$ cat src/rtl/core/vat_pkg.sv
// Package for the vertex affine transform unit: payload types, codes,
// controller state enum, command/status structs and fixed-point helpers.
// No dependencies.
package vat_pkg;

    localparam int COORD_WIDTH = 32;
    localparam int FRAC_BITS   = 16;
    localparam int CNT_WIDTH   = 5;

    // 0.2 in the coordinate format and the scale numerator 0.2 * ONE
    localparam logic [31:0] ONE_Q   = 32'd65536;
    localparam logic [31:0] STEP_Q  = 32'd13107;
    localparam logic [31:0] NUM_MAG = 32'd858980352;

    // degree-to-radian constant (Q32) and inverse CORDIC gain (Q30)
    localparam logic [26:0] DEG_TO_RAD = 27'd74961321;
    localparam logic signed [33:0] CORDIC_INV_GAIN = 34'sd652032874;

    // register indexes
    localparam logic [1:0] REG_MODE   = 2'd0;
    localparam logic [1:0] REG_AXIS   = 2'd1;
    localparam logic [1:0] REG_DIR    = 2'd2;
    localparam logic [1:0] REG_AMOUNT = 2'd3;

    // modes and axes
    localparam logic [1:0] MODE_TRANSLATE = 2'd0;
    localparam logic [1:0] MODE_SCALE     = 2'd1;
    localparam logic [1:0] MODE_ROTATE    = 2'd2;
    localparam logic [1:0] AXIS_X = 2'd0;
    localparam logic [1:0] AXIS_Y = 2'd1;
    localparam logic [1:0] AXIS_Z = 2'd2;

    // coefficient selects for the shared multiplier
    localparam logic [1:0] COEF_COS    = 2'd0;
    localparam logic [1:0] COEF_SIN    = 2'd1;
    localparam logic [1:0] COEF_NSIN   = 2'd2;
    localparam logic [1:0] COEF_FACTOR = 2'd3;

    typedef struct packed {
        logic signed [COORD_WIDTH-1:0] x_in;
        logic signed [COORD_WIDTH-1:0] y_in;
        logic signed [COORD_WIDTH-1:0] z_in;
        logic                          last_vertex;
    } t_vtx_in;

    typedef struct packed {
        logic signed [COORD_WIDTH-1:0] x_out;
        logic signed [COORD_WIDTH-1:0] y_out;
        logic signed [COORD_WIDTH-1:0] z_out;
        logic                          last_out;
        logic                          scale_fault;
    } t_vtx_out;

    typedef enum logic [3:0] {
        ST_IDLE,
        ST_MODDIV,
        ST_RAD,
        ST_ZLOAD,
        ST_CORDIC,
        ST_SFIN,
        ST_MUL,
        ST_ACC,
        ST_FIN
    } t_state;

    typedef struct packed {
        logic                 accept;
        logic                 moddiv;
        logic                 rad;
        logic                 zload;
        logic                 cordic;
        logic                 sfin;
        logic                 mul;
        logic                 finish;
        logic [CNT_WIDTH-1:0] cnt;
    } t_cmd;

    typedef struct packed {
        logic       batch_ready;
        logic [2:0] n_steps;
        logic       out_free;
    } t_status;

    // saturate a wide signed value to the coordinate width
    function automatic logic signed [31:0] sat32(input logic signed [65:0] v);
        logic signed [65:0] hi;
        logic signed [65:0] lo;
        hi = 66'sh7FFF_FFFF;
        lo = -hi - 66'sd1;
        if (v > hi) begin
            sat32 = 32'sh7FFF_FFFF;
        end else if (v < lo) begin
            sat32 = 32'sh8000_0000;
        end else begin
            sat32 = v[31:0];
        end
    endfunction

    // arctangent table in Q30
    function automatic logic signed [33:0] atan_entry(input logic [CNT_WIDTH-1:0] i);
        case (i)
            5'd0:    atan_entry = 34'sd843314856;
            5'd1:    atan_entry = 34'sd497837829;
            5'd2:    atan_entry = 34'sd263043836;
            5'd3:    atan_entry = 34'sd133525158;
            5'd4:    atan_entry = 34'sd67021686;
            5'd5:    atan_entry = 34'sd33543515;
            5'd6:    atan_entry = 34'sd16775850;
            5'd7:    atan_entry = 34'sd8388437;
            5'd8:    atan_entry = 34'sd4194282;
            5'd9:    atan_entry = 34'sd2097149;
            5'd31:   atan_entry = 34'sd0;
            default: atan_entry = (34'sd1 <<< (5'd30 - i)) - 34'sd1;
        endcase
    endfunction

endpackage

$ cat src/rtl/core/vat_ctrl.sv
// Controller of the vertex affine transform unit: sequences batch setup
// and per-vertex multiply steps. Depends on vat_pkg.
module vat_ctrl #(
    parameter int CORDIC_STEPS = 16
) (
    input  logic             i_clk,
    input  logic             i_rst_n,
    input  logic             i_in_valid,
    output logic             o_in_ready,
    input  vat_pkg::t_status i_status,
    output vat_pkg::t_cmd    o_cmd
);

    localparam logic [vat_pkg::CNT_WIDTH-1:0] CNT_LAST = '1;
    localparam logic [vat_pkg::CNT_WIDTH-1:0] CORDIC_LAST =
        vat_pkg::CNT_WIDTH'(CORDIC_STEPS - 1);

    vat_pkg::t_state r_state, n_state;
    logic [vat_pkg::CNT_WIDTH-1:0] r_cnt, n_cnt;
    logic [vat_pkg::CNT_WIDTH-1:0] w_mul_last;

    assign w_mul_last = vat_pkg::CNT_WIDTH'(i_status.n_steps) - 1'b1;

    // state and counter registers
    always_ff @(posedge i_clk) begin
        if (!i_rst_n) begin
            r_state <= vat_pkg::ST_IDLE;
            r_cnt   <= '0;
        end else begin
            r_state <= n_state;
            r_cnt   <= n_cnt;
        end
    end

    // next state
    always_comb begin
        n_state = r_state;
        n_cnt   = r_cnt;
        case (r_state)
            vat_pkg::ST_IDLE: begin
                n_cnt = '0;
                if (i_in_valid) begin
                    if (!i_status.batch_ready) begin
                        n_state = vat_pkg::ST_MODDIV;
                    end else if (i_status.n_steps == 3'd0) begin
                        n_state = vat_pkg::ST_FIN;
                    end else begin
                        n_state = vat_pkg::ST_MUL;
                    end
                end
            end
            vat_pkg::ST_MODDIV: begin
                n_cnt = r_cnt + 1'b1;
                if (r_cnt == CNT_LAST) begin
                    n_state = vat_pkg::ST_RAD;
                end
            end
            vat_pkg::ST_RAD: begin
                n_state = vat_pkg::ST_ZLOAD;
            end
            vat_pkg::ST_ZLOAD: begin
                n_cnt   = '0;
                n_state = vat_pkg::ST_CORDIC;
            end
            vat_pkg::ST_CORDIC: begin
                n_cnt = r_cnt + 1'b1;
                if (r_cnt == CORDIC_LAST) begin
                    n_state = vat_pkg::ST_SFIN;
                end
            end
            vat_pkg::ST_SFIN: begin
                n_cnt = '0;
                if (i_status.n_steps == 3'd0) begin
                    n_state = vat_pkg::ST_FIN;
                end else begin
                    n_state = vat_pkg::ST_MUL;
                end
            end
            vat_pkg::ST_MUL: begin
                n_cnt = r_cnt + 1'b1;
                if (r_cnt == w_mul_last) begin
                    n_state = vat_pkg::ST_ACC;
                end
            end
            vat_pkg::ST_ACC: begin
                n_state = vat_pkg::ST_FIN;
            end
            vat_pkg::ST_FIN: begin
                if (i_status.out_free) begin
                    n_state = vat_pkg::ST_IDLE;
                end
            end
            default: begin
                n_state = vat_pkg::ST_IDLE;
            end
        endcase
    end

    // command outputs
    always_comb begin
        o_cmd      = '0;
        o_cmd.cnt  = r_cnt;
        o_in_ready = 1'b0;
        case (r_state)
            vat_pkg::ST_IDLE: begin
                o_in_ready   = 1'b1;
                o_cmd.accept = i_in_valid;
            end
            vat_pkg::ST_MODDIV: o_cmd.moddiv = 1'b1;
            vat_pkg::ST_RAD:    o_cmd.rad    = 1'b1;
            vat_pkg::ST_ZLOAD:  o_cmd.zload  = 1'b1;
            vat_pkg::ST_CORDIC: o_cmd.cordic = 1'b1;
            vat_pkg::ST_SFIN:   o_cmd.sfin   = 1'b1;
            vat_pkg::ST_MUL:    o_cmd.mul    = 1'b1;
            vat_pkg::ST_FIN:    o_cmd.finish = i_status.out_free;
            default: begin
                o_in_ready = 1'b0;
            end
        endcase
    end

endmodule

$ cat config.mk
export PLATFORM = sky130hd
export DESIGN_NAME = vat_ctrl
export DESIGN_NICKNAME = d
export VERILOG_FILES = /design/src/rtl/core/vat_pkg.sv /design/src/rtl/core/vat_ctrl.sv
export SDC_FILE = /design/constraint.sdc
export NUM_CORES = 1
export LEC_CHECK = 0
export BUFFER_PORTS_ARGS = -buffer_cell sky130_fd_sc_hd__buf_2
export CAP_MARGIN = 5
export CORE_AREA = 3 3 42 44
export DETAILED_ROUTE_END_ITERATION = 10
export DIE_AREA = 0 0 45 47
export PLACE_DENSITY_LB_ADDON = 0.3
export SYNTH_ARGS = -nofsm -noshare
export SYNTH_HDL_FRONTEND = slang
export SYNTH_SLANG_ARGS = --single-unit
$ cat constraint.sdc
create_clock -name i_clk -period 4.8 [get_ports i_clk]
set_input_delay 0.96 -clock i_clk [delete_from_list [all_inputs] [get_ports i_clk]]
set_output_delay 0.96 -clock i_clk [all_outputs]
set_load 0.01 [all_outputs]
==> results of run 1 <==
per-stage QoR:
stage,total power [W],hold slack [ps],util
global route,0.000459,589,0.620
finish,0.000423,547,0.620
detailed placement,0.000363,548,0.602
global placement,0.000358,535,0.602
floorplan,0.000305,543,-
CTS,0.000424,557,0.620
sequential cells by signal (all words and copies together), names as in the netlist:
name     count
r_cnt        5
r_state      4
final timing paths:
check / startpoint / to / slack (ps)
max reg2reg: r_cnt[0] / r_state[3] / 2740
min: r_cnt[4] / r_cnt[4] / 550
max: r_state[3] / o_cmd[12] / 2360
min reg2reg: r_cnt[4] / r_cnt[4] / 550
where the power goes:
part           internal (W)  switching (W)
Combinational      0.000103       0.000117
Clock             0.0000321      0.0000284
Sequential        0.0000909      0.0000516
Total              0.000226       0.000197
worst max-delay path: cells and delay by family (launching register included):
kind	cells	cell delay [ps]
AND/OR/NAND/NOR	2	630
flip-flops	1	470
buffers and inverters	1	120
cell families after synthesis:
group | Yosys count | synth area share
and+or+nand+nor | 45 | 0.326
DFF | 9 | 0.232
AOI/OAI and AO/OA | 24 | 0.246
adders and majority gates | 5 | 0.0804
xor gates and xnor gates | 4 | 0.0450
muxes | 1 | 0.0145
buffers and inverters | 11 | 0.0563
cell usage in the layout (no fill, tap or decap), types with 3 or more instances in the layout:
cell      synthesis  layout
a21oi_1           7       7
nor2_1            5       5
inv_1             7       7
nand2b_1          9       9
dfxtp_1           9       9
nor3_1            5       5
nand3_1           3       3
clkbuf_4          0       3
nor4_1            3       3
buf_2             2      21
nand2_1           7       7
ha_1              5       5
area by class of cell:
class | count | share of cell area
clock buffers | 4 | 0.0288
flip-flops and latches | 9 | 0.198
repair buffers | 21 | 0.115
inverters | 7 | 0.0288
multi-input cells | 79 | 0.608
well taps | 16 | 0.0219
metal layers:
layer / global-route usage / up-vias / part of all wire
met5: 0 / - / 0
met4: 0.0351 / 0 / 0.014
met3: 0.0575 / 4 / 0.066
met2: 0.294 / 22 / 0.47
met1: 0.221 / 358 / 0.45
li1: - / 404 / -
==> impl_metrics.py, run 1 <==
metrics = {
    "timing": {
        "min_period_over_period": 0.508,
        "tns_ps": 0,
        "period_minus_slack_ps": 2440,
        "finClkSkew_ps": 0.251,
        "relSlewSlack": 0.652,
        "finalHoldViolCount": 0,
        "tightestPinTransition_ps": 522,
        "setup_ws_ps": 2360,
        "finalMaxSlewViolations": 0,
        "rsz0062_at_grt": "false",
        "clock.fmax_ghz": 0.410,
        "setup_viol": 0,
    },
    "detailed_routing": {
        "avgViaCountPerCell": 5.79,
        "drt_iter0_drc": 15,
        "antenna_left": 0,
        "vias": 788,
        "routed_wirelength_um": 1740,
        "routedWlPerCell_um": 12.8,
        "drc": 0,
        "first_pass_iters": 4,
    },
    "synth": {
        "synthArstFlopShare": 0,
        "syn_inst": 99,
        "ys_ff_latch": 9,
        "ys_top_cells_by_count": "dfxtp_1, nand2b_1, a21oi_1, inv_1, nand2_1",
        "syn-cell-area_um2": 778,
        "synth.distinct_cells": 40,
        "synth_largest_area_cell": "dfxtp_1",
        "synthFlopType": "dfxtp_1",
        "yosysTopAreaCellShare": 0.232,
        "ys_warn_count": 0,
        "synthTopCellsByArea": "dfxtp_1, ha_1, nand2b_1",
        "ys_seq_area_frac": 0.232,
        "synth_area_per_cell_um2": 7.86,
        "synth_fp_nets": 112,
        "synth-edff-count": 0,
    },
    "finish": {
        "layout-drive-gt1-share": 0.242,
        "area_growth_pct": 17.2,
        "layout.cells.non_filler": 136,
        "multiInputGateArea_um2": 554,
        "fill_cells": 147,
        "diodes": 0,
        "finalNetCount": 134,
        "seq_area_um2": 180,
        "fin_area_um2": 912,
    },
    "pwr": {
        "peakVddDrop_mv": 0.266,
        "power.leakage_nw": 0.405,
        "powerDensity_nw_per_um2": 464,
    },
    "flow_run": {
        "max_cap_violations": 0,
    },
    "floorplan": {
        "core-area_um2": 1470,
        "floorplan.die.height_um": 47,
        "fp-row-count": 14,
        "die_x_um": 45,
        "ios": 22,
        "die-area_um2": 2120,
        "initial_core_util": 0.529,
    },
    "placement": {
        "hpwl_um": 1310,
        "numPortBuffers": 21,
        "dpl_cell_area_um2": 886,
        "dp_slack_ps": 2380,
        "place_congestion": 0.811,
        "dp.cells": 132,
    },
    "cts": {
        "path_clk_slew_ps": 60,
        "post_cts_resized": 0,
        "root_buffer": "clkbuf_4",
        "h-tree-depth": 1,
        "cts.path.max_buffers": 2,
        "cts_num_sinks": 9,
        "post_cts_buffers": 0,
        "hold_buffers": 0,
        "insertion_delay_ps": 260,
        "cts_tree": "yes",
        "cts_buffers": 3,
    },
    "run_status": {
        "outcome": "complete, no violations",
    },
    "setup_path": {
        "crit_type": "flop to output pin",
        "end_kind": "output pin",
        "cp_cell_sequence": "nor4_1, and2_1, buf_2",
        "rr_worst_depth": 7,
        "critical_path.max_stage_delay_ps": 470,
        "worstPathMaxFanout": 15,
        "worst-endpoint-required_ps": 3840,
        "cp.arrival_ps": 1480,
        "slowest_stage": "dfxtp_1",
        "startpoint_type": "flop",
    },
    "grt": {
        "overflow": 0,
        "track_usage": 0.175,
        "grt_pass1_wl_um": 2730,
        "grt_max_degree": 17,
        "antenna_found_initial": 0,
        "grt_pass1_vias": 645,
    },
    "hold_path": {
        "min_path_type": "flop to flop",
        "holdPathStages": 2,
    },
}
Power figures use the tool's default switching activity.
==> run 2, diff against run 1 <==
Settings changed: CORE_AREA 3 3 42 44 to 3 3 44 46, DIE_AREA 0 0 45 47 to 0 0 47 49.
Clock period 4.8 ns to 2.5 ns, I/O delays scaled along.
==> run 2 against run 1 <==
Net effect: sequential cell count stayed put; via count is 0.25% lower; clock-buffer cell count unchanged; utilization fell by 2.8 points; final area did not move; total power rose by 94%; non-clock buffer count stayed put; sequential power rose by 92%; routed wire length rose by 3.7%; clock power increased by 95%.
==> impl_metrics.py, run 2 (synthesis results as in run 1) <==
metrics = {
    "run_status": {
        "outcome": "complete, no violations",
    },
    "detailed_routing": {
        "drt_iter0_drc": 12,
        "drc": 0,
        "antenna_left": 0,
        "routedWlPerCell_um": 13.2,
        "routed_wirelength_um": 1800,
        "first_pass_iters": 4,
        "avgViaCountPerCell": 5.78,
        "vias": 786,
    },
    "finish": {
        "finalNetCount": 134,
        "diodes": 0,
        "layout.cells.non_filler": 136,
        "final_common_cell": "buf_2",
        "regMostFlops": "r_cnt",
        "final_cell_mix": "buf_2, nand2b_1, dfxtp_1",
        "fill_cells": 141,
        "largest_reg_flops": 5,
        "area_growth_pct": 17.2,
        "reg.largest.list": "r_cnt x5, r_state x4",
        "layout-drive-gt1-share": 0.242,
    },
    "hold_path": {
        "min_path_type": "input port to flop",
        "whs_endpoint": "r_state[0]",
        "hp-start": "i_rst_n",
        "holdPathStages": 2,
    },
    "setup_path": {
        "r2r_setup_slack_ps": 460,
        "critical_path.max_stage_delay_ps": 430,
        "r2r-end": "r_state[2]",
        "worst-endpoint-required_ps": 2720,
        "cp_cell_sequence": "ha_1, and3_1, ha_1, mux2_1, or4_1, nand2_1, o211a_1",
        "rr_worst_depth": 7,
        "end_kind": "flop",
        "crit_buf_inv": 0,
        "worstPathMaxFanout": 7,
        "cpLargestDelayFamily": "simple AND/OR/NAND/NOR gates",
        "rr_startpoint": "r_cnt[0]",
        "startpoint_type": "flop",
        "cp.arrival_ps": 2260,
        "slowest_stage": "or4_1",
        "crit_type": "flop to flop",
        "critPathMostFrequentCell": "ha_1",
    },
    "cts": {
        "path_clk_slew_ps": 70,
        "insertion_delay_ps": 270,
        "h-tree-depth": 1,
        "cts_buffers": 3,
        "post_cts_resized": 0,
        "cts.path.max_buffers": 2,
        "cts_tree": "yes",
        "cts_num_sinks": 9,
        "root_buffer": "clkbuf_4",
        "hold_buffers": 0,
        "post_cts_buffers": 0,
    },
    "floorplan": {
        "die-area_um2": 2300,
        "initial_core_util": 0.505,
        "ios": 22,
        "floorplan.die.height_um": 49,
        "fp-row-count": 14,
        "die_x_um": 47,
        "core-area_um2": 1540,
    },
    "grt": {
        "grt_max_degree": 17,
        "overflow": 0,
        "grt_pass1_vias": 659,
        "track_usage": 0.167,
        "antenna_found_initial": 0,
        "grt_pass1_wl_um": 2880,
    },
    "placement": {
        "place_congestion": 0.789,
        "dp.cells": 132,
        "numPortBuffers": 21,
        "hpwl_um": 1370,
    },
    "timing": {
        "holdWs_ps": 456,
        "tightestPinTransition_ps": 531,
        "clock.fmax_ghz": 0.489,
        "setup_viol": 0,
        "tns_ps": 0,
        "finalHoldViolCount": 0,
        "finClkSkew_ps": 3.12,
        "period_minus_slack_ps": 2040,
        "relSlewSlack": 0.646,
        "finalMaxSlewViolations": 0,
        "rsz0062_at_grt": "false",
        "min_period_over_period": 0.817,
    },
    "flow_run": {
        "max_cap_violations": 0,
    },
    "pwr": {
        "powerDensity_nw_per_um2": 898,
        "peakVddDrop_mv": 0.474,
        "power.leakage_nw": 0.405,
    },
}
## run 2: cell counts in the layout (fill, tap and decap cells not counted)
Identical to the previous run, type by type.
## run 2: area by class of cell
| type | instances | area (µm²) | area share |
|---|---|---|---|
| inverter | 7 | 26.3 | 0.0288 |
| timing repair buffer | 21 | 105 | 0.115 |
| multi-input combinational | 79 | 554 | 0.608 |
| clock buffer | 4 | 26.3 | 0.0288 |
| tap | 16 | 20.0 | 0.0219 |
| sequential | 9 | 180 | 0.198 |
## run 2: metrics by stage
step	util	setup slack (ps)	cell area, µm²	power (W)
after floorplan	-	527	778	0.000585
after global placement	0.575	520	886	0.000693
after detailed placement	0.575	475	886	0.000700
after CTS	0.592	458	912	0.000820
after global routing	0.592	356	912	0.000886
final	0.592	456	912	0.000819
## run 2: per-layer routing
| layer | wire, µm | up-vias | part of all wire | global-route usage |
|---|---|---|---|---|
| met2 | 863 | 19 | 0.48 | 0.265 |
| met5 | 0 | - | 0 | 0 |
| li1 | - | 402 | - | - |
| met4 | 13 | 0 | 0.0072 | 0.0415 |
| met3 | 84 | 3 | 0.047 | 0.0332 |
| met1 | 839 | 362 | 0.47 | 0.225 |
## run 2: where the power goes
part           internal [W]  switching [W]  leakage, nW  total, W
registers          0.000174      0.0000986       0.0733  0.000273
clock network     0.0000618      0.0000562       0.0150  0.000118
logic              0.000199       0.000229        0.317  0.000428
## run 2: worst max-delay path by stage
stage,startpoint,to,slack [ps],cells after the start
3_5_place_dp,r_cnt[0],r_state[2],480,7
3_3_place_gp,r_cnt[0],r_state[2],520,7
6_report,r_cnt[0],r_state[2],460,7
2_1_floorplan,r_cnt[0],r_state[2],530,7
4_1_cts,r_cnt[0],r_state[2],460,7
5_1_grt,r_cnt[0],r_state[2],360,7
==> run 3, diff against run 2 <==
Settings changed: ABC_AREA set to 1, CORE_AREA 3 3 44 46 to 3 3 48 50, DIE_AREA 0 0 47 49 to 0 0 51 53.
Clock period 2.5 ns to 1.85 ns, I/O delays scaled along.
==> run 3 against run 2 <==
Net effect: final area up 14%; critical path depth down 2; first-iteration DRC count unchanged; critical path type is now flop to output pin; largest power group unchanged; utilization down 5.4 points; synthesized cell count up 38%.
==> impl_metrics.py, run 3 <==
metrics = {
    "timing": {
        "min_period_over_period": 0.921,
        "finalHoldViolCount": 0,
        "setup_ws_ps": 147,
        "tightestPinTransition_ps": 337,
        "tns_ps": 0,
        "clock.fmax_ghz": 0.587,
        "setup_viol": 0,
        "finClkSkew_ps": 1.79,
        "rsz0062_at_grt": "false",
        "finalMaxSlewViolations": 0,
        "period_minus_slack_ps": 1700,
        "relSlewSlack": 0.775,
    },
    "floorplan": {
        "floorplan.die.height_um": 53,
        "die-area_um2": 2700,
        "fp-row-count": 16,
        "initial_core_util": 0.448,
        "core-area_um2": 1940,
        "die_x_um": 51,
        "ios": 22,
    },
    "finish": {
        "final_cell_mix": "nand2_1, inv_1, buf_2",
        "regMostFlops": "r_cnt",
        "largest_reg_flops": 5,
        "area_growth_pct": 19.8,
        "finalNetCount": 177,
        "final_common_cell": "nand2_1",
        "diodes": 0,
        "layout-drive-gt1-share": 0.282,
        "reg.largest.list": "r_cnt x5, r_state x4",
    },
    "grt": {
        "grt_max_degree": 7,
        "overflow": 0,
        "antenna_found_initial": 0,
        "grt_pass1_vias": 806,
        "grt_pass1_wl_um": 3350,
        "track_usage": 0.165,
    },
    "setup_path": {
        "crit_type": "flop to output pin",
        "critical_path.max_stage_delay_ps": 460,
        "slowest_stage": "dfxtp_1",
        "end_kind": "output pin",
        "r2r-end": "r_state[0]",
        "r2r_setup_slack_ps": 250,
        "worst-endpoint-required_ps": 1480,
        "worstPathMaxFanout": 4,
        "startpoint_type": "flop",
        "crit_buf_inv": 3,
        "rr_worst_depth": 11,
        "cp.arrival_ps": 1330,
        "cp_cell_sequence": "inv_2, nor2_2, nand2_1, inv_1, buf_2",
        "cpLargestDelayFamily": "flip-flops",
        "rr_startpoint": "r_cnt[0]",
    },
    "cts": {
        "cts.path.max_buffers": 2,
        "post_cts_buffers": 0,
        "root_buffer": "clkbuf_4",
        "hold_buffers": 0,
        "post_cts_resized": 0,
        "cts_buffers": 3,
        "h-tree-depth": 1,
        "path_clk_slew_ps": 60,
        "cts_tree": "yes",
        "cts_num_sinks": 9,
        "insertion_delay_ps": 260,
    },
    "synth": {
        "synth_area_per_cell_um2": 6.36,
        "synthTopCellsByArea": "dfxtp_1, nand2_1, inv_1",
        "ys_top_cells_by_count": "nand2_1, inv_1, nor2_1, nand3_1",
        "syn_inst": 137,
        "syn-cell-area_um2": 871,
        "synthArstFlopShare": 0,
        "synth-edff-count": 0,
        "synth_largest_area_cell": "dfxtp_1",
        "synth.distinct_cells": 26,
        "yosysTopAreaCellShare": 0.207,
        "synth_fp_nets": 150,
        "ys_seq_area_frac": 0.207,
        "ys_ff_latch": 9,
        "yosysMostFrequentCell": "nand2_1",
        "synthFlopType": "dfxtp_1",
        "ys_warn_count": 0,
    },
    "detailed_routing": {
        "routed_wirelength_um": 1950,
        "first_pass_iters": 5,
        "drc": 0,
        "drt_iter0_drc": 12,
        "routedWlPerCell_um": 10.3,
        "antenna_left": 0,
        "vias": 896,
        "avgViaCountPerCell": 4.72,
    },
    "placement": {
        "hpwl_um": 1690,
        "numPortBuffers": 21,
        "place_congestion": 0.891,
        "dp_slack_ps": 129,
    },
    "hold_path": {
        "min_path_type": "input port to flop",
        "holdPathStages": 3,
        "hp-start": "i_rst_n",
        "whs_endpoint": "r_state[1]",
    },
    "flow_run": {
        "max_cap_violations": 0,
    },
    "pwr": {
        "powerDensity_nw_per_um2": 1500,
        "power.leakage_nw": 0.591,
        "peakVddDrop_mv": 0.902,
    },
    "run_status": {
        "outcome": "complete, no violations",
    },
}
run 3: cell types whose count changed after synthesis, sizes merged, moves of 9 or more:
cell,previous run,this run
nand2b,9,0
inv,7,27
nor2,5,21
nand3,3,13
nand2,7,39
run 3: layout make-up:
| class | count | area, µm² |
|---|---|---|
| clock buffers | 4 | 26.3 |
| fillers | 204 | 898 |
| inverters | 27 | 104 |
| multi-input cells | 101 | 587 |
| flip-flops and latches | 9 | 180 |
| well taps | 27 | 33.8 |
| repair buffers | 22 | 113 |
run 3: how the worst max path moves through the flow:
| stage | startpoint | endpoint | slack (ps) | depth (start not counted) |
|---|---|---|---|---|
| 6_report | r_state[1] | o_cmd[6] | 150 | 5 |
| 5_1_grt | r_state[1] | o_cmd[6] | 10 | 5 |
| 4_1_cts | r_state[0] | o_cmd[5] | 140 | 4 |
| 3_5_place_dp | i_status[1] | r_state[0] | 130 | 13 |
| 3_3_place_gp | i_status[1] | r_state[0] | 200 | 13 |
| 2_1_floorplan | r_cnt[1] | r_state[0] | 320 | 11 |
run 3: stage by stage:
stage	area, µm²	power, W	utilization	instances	hold slack (ps)
CTS	1040	0.00158	0.537	190	354
global placement	1020	0.00141	0.524	186	481
floorplan	871	0.00118	-	137	468
detailed placement	1020	0.00142	0.524	186	487
finish	1040	0.00157	0.537	190	365
global route	1040	0.00173	0.537	190	370
run 3: cells by family after synthesis:
logic type      after synthesis  share of synthesized area
simple gates                 80                      0.497
xor+xnor                      1                     0.0101
compound gates               15                     0.0948
flops                         9                      0.207
buf+inv                      27                      0.119
fa+ha+maj                     5                     0.0718
run 3: where the power goes:
part,switching [W],leakage [nW],internal (W),total (W)
registers,0.0000854,0.0735,0.000250,0.000335
clock network,0.0000692,0.0150,0.0000832,0.000152
logic,0.000678,0.503,0.000401,0.00108
total,0.000833,0.591,0.000734,0.00157
run 3: metal layers:
| layer | wire [µm] | vias up | part of all wire | GRT usage |
|---|---|---|---|---|
| li1 | - | 481 | - | - |
| met1 | 926 | 389 | 0.47 | 0.193 |
| met2 | 883 | 21 | 0.45 | 0.283 |
| met3 | 101 | 5 | 0.052 | 0.0338 |
| met4 | 42 | 0 | 0.021 | 0.0852 |
| met5 | 0 | - | 0 | 0 |
run 3: worst min-delay path, stage by stage:
cell and delay [ps]:
buf_2 120, nand2_1 70, inv_1 40
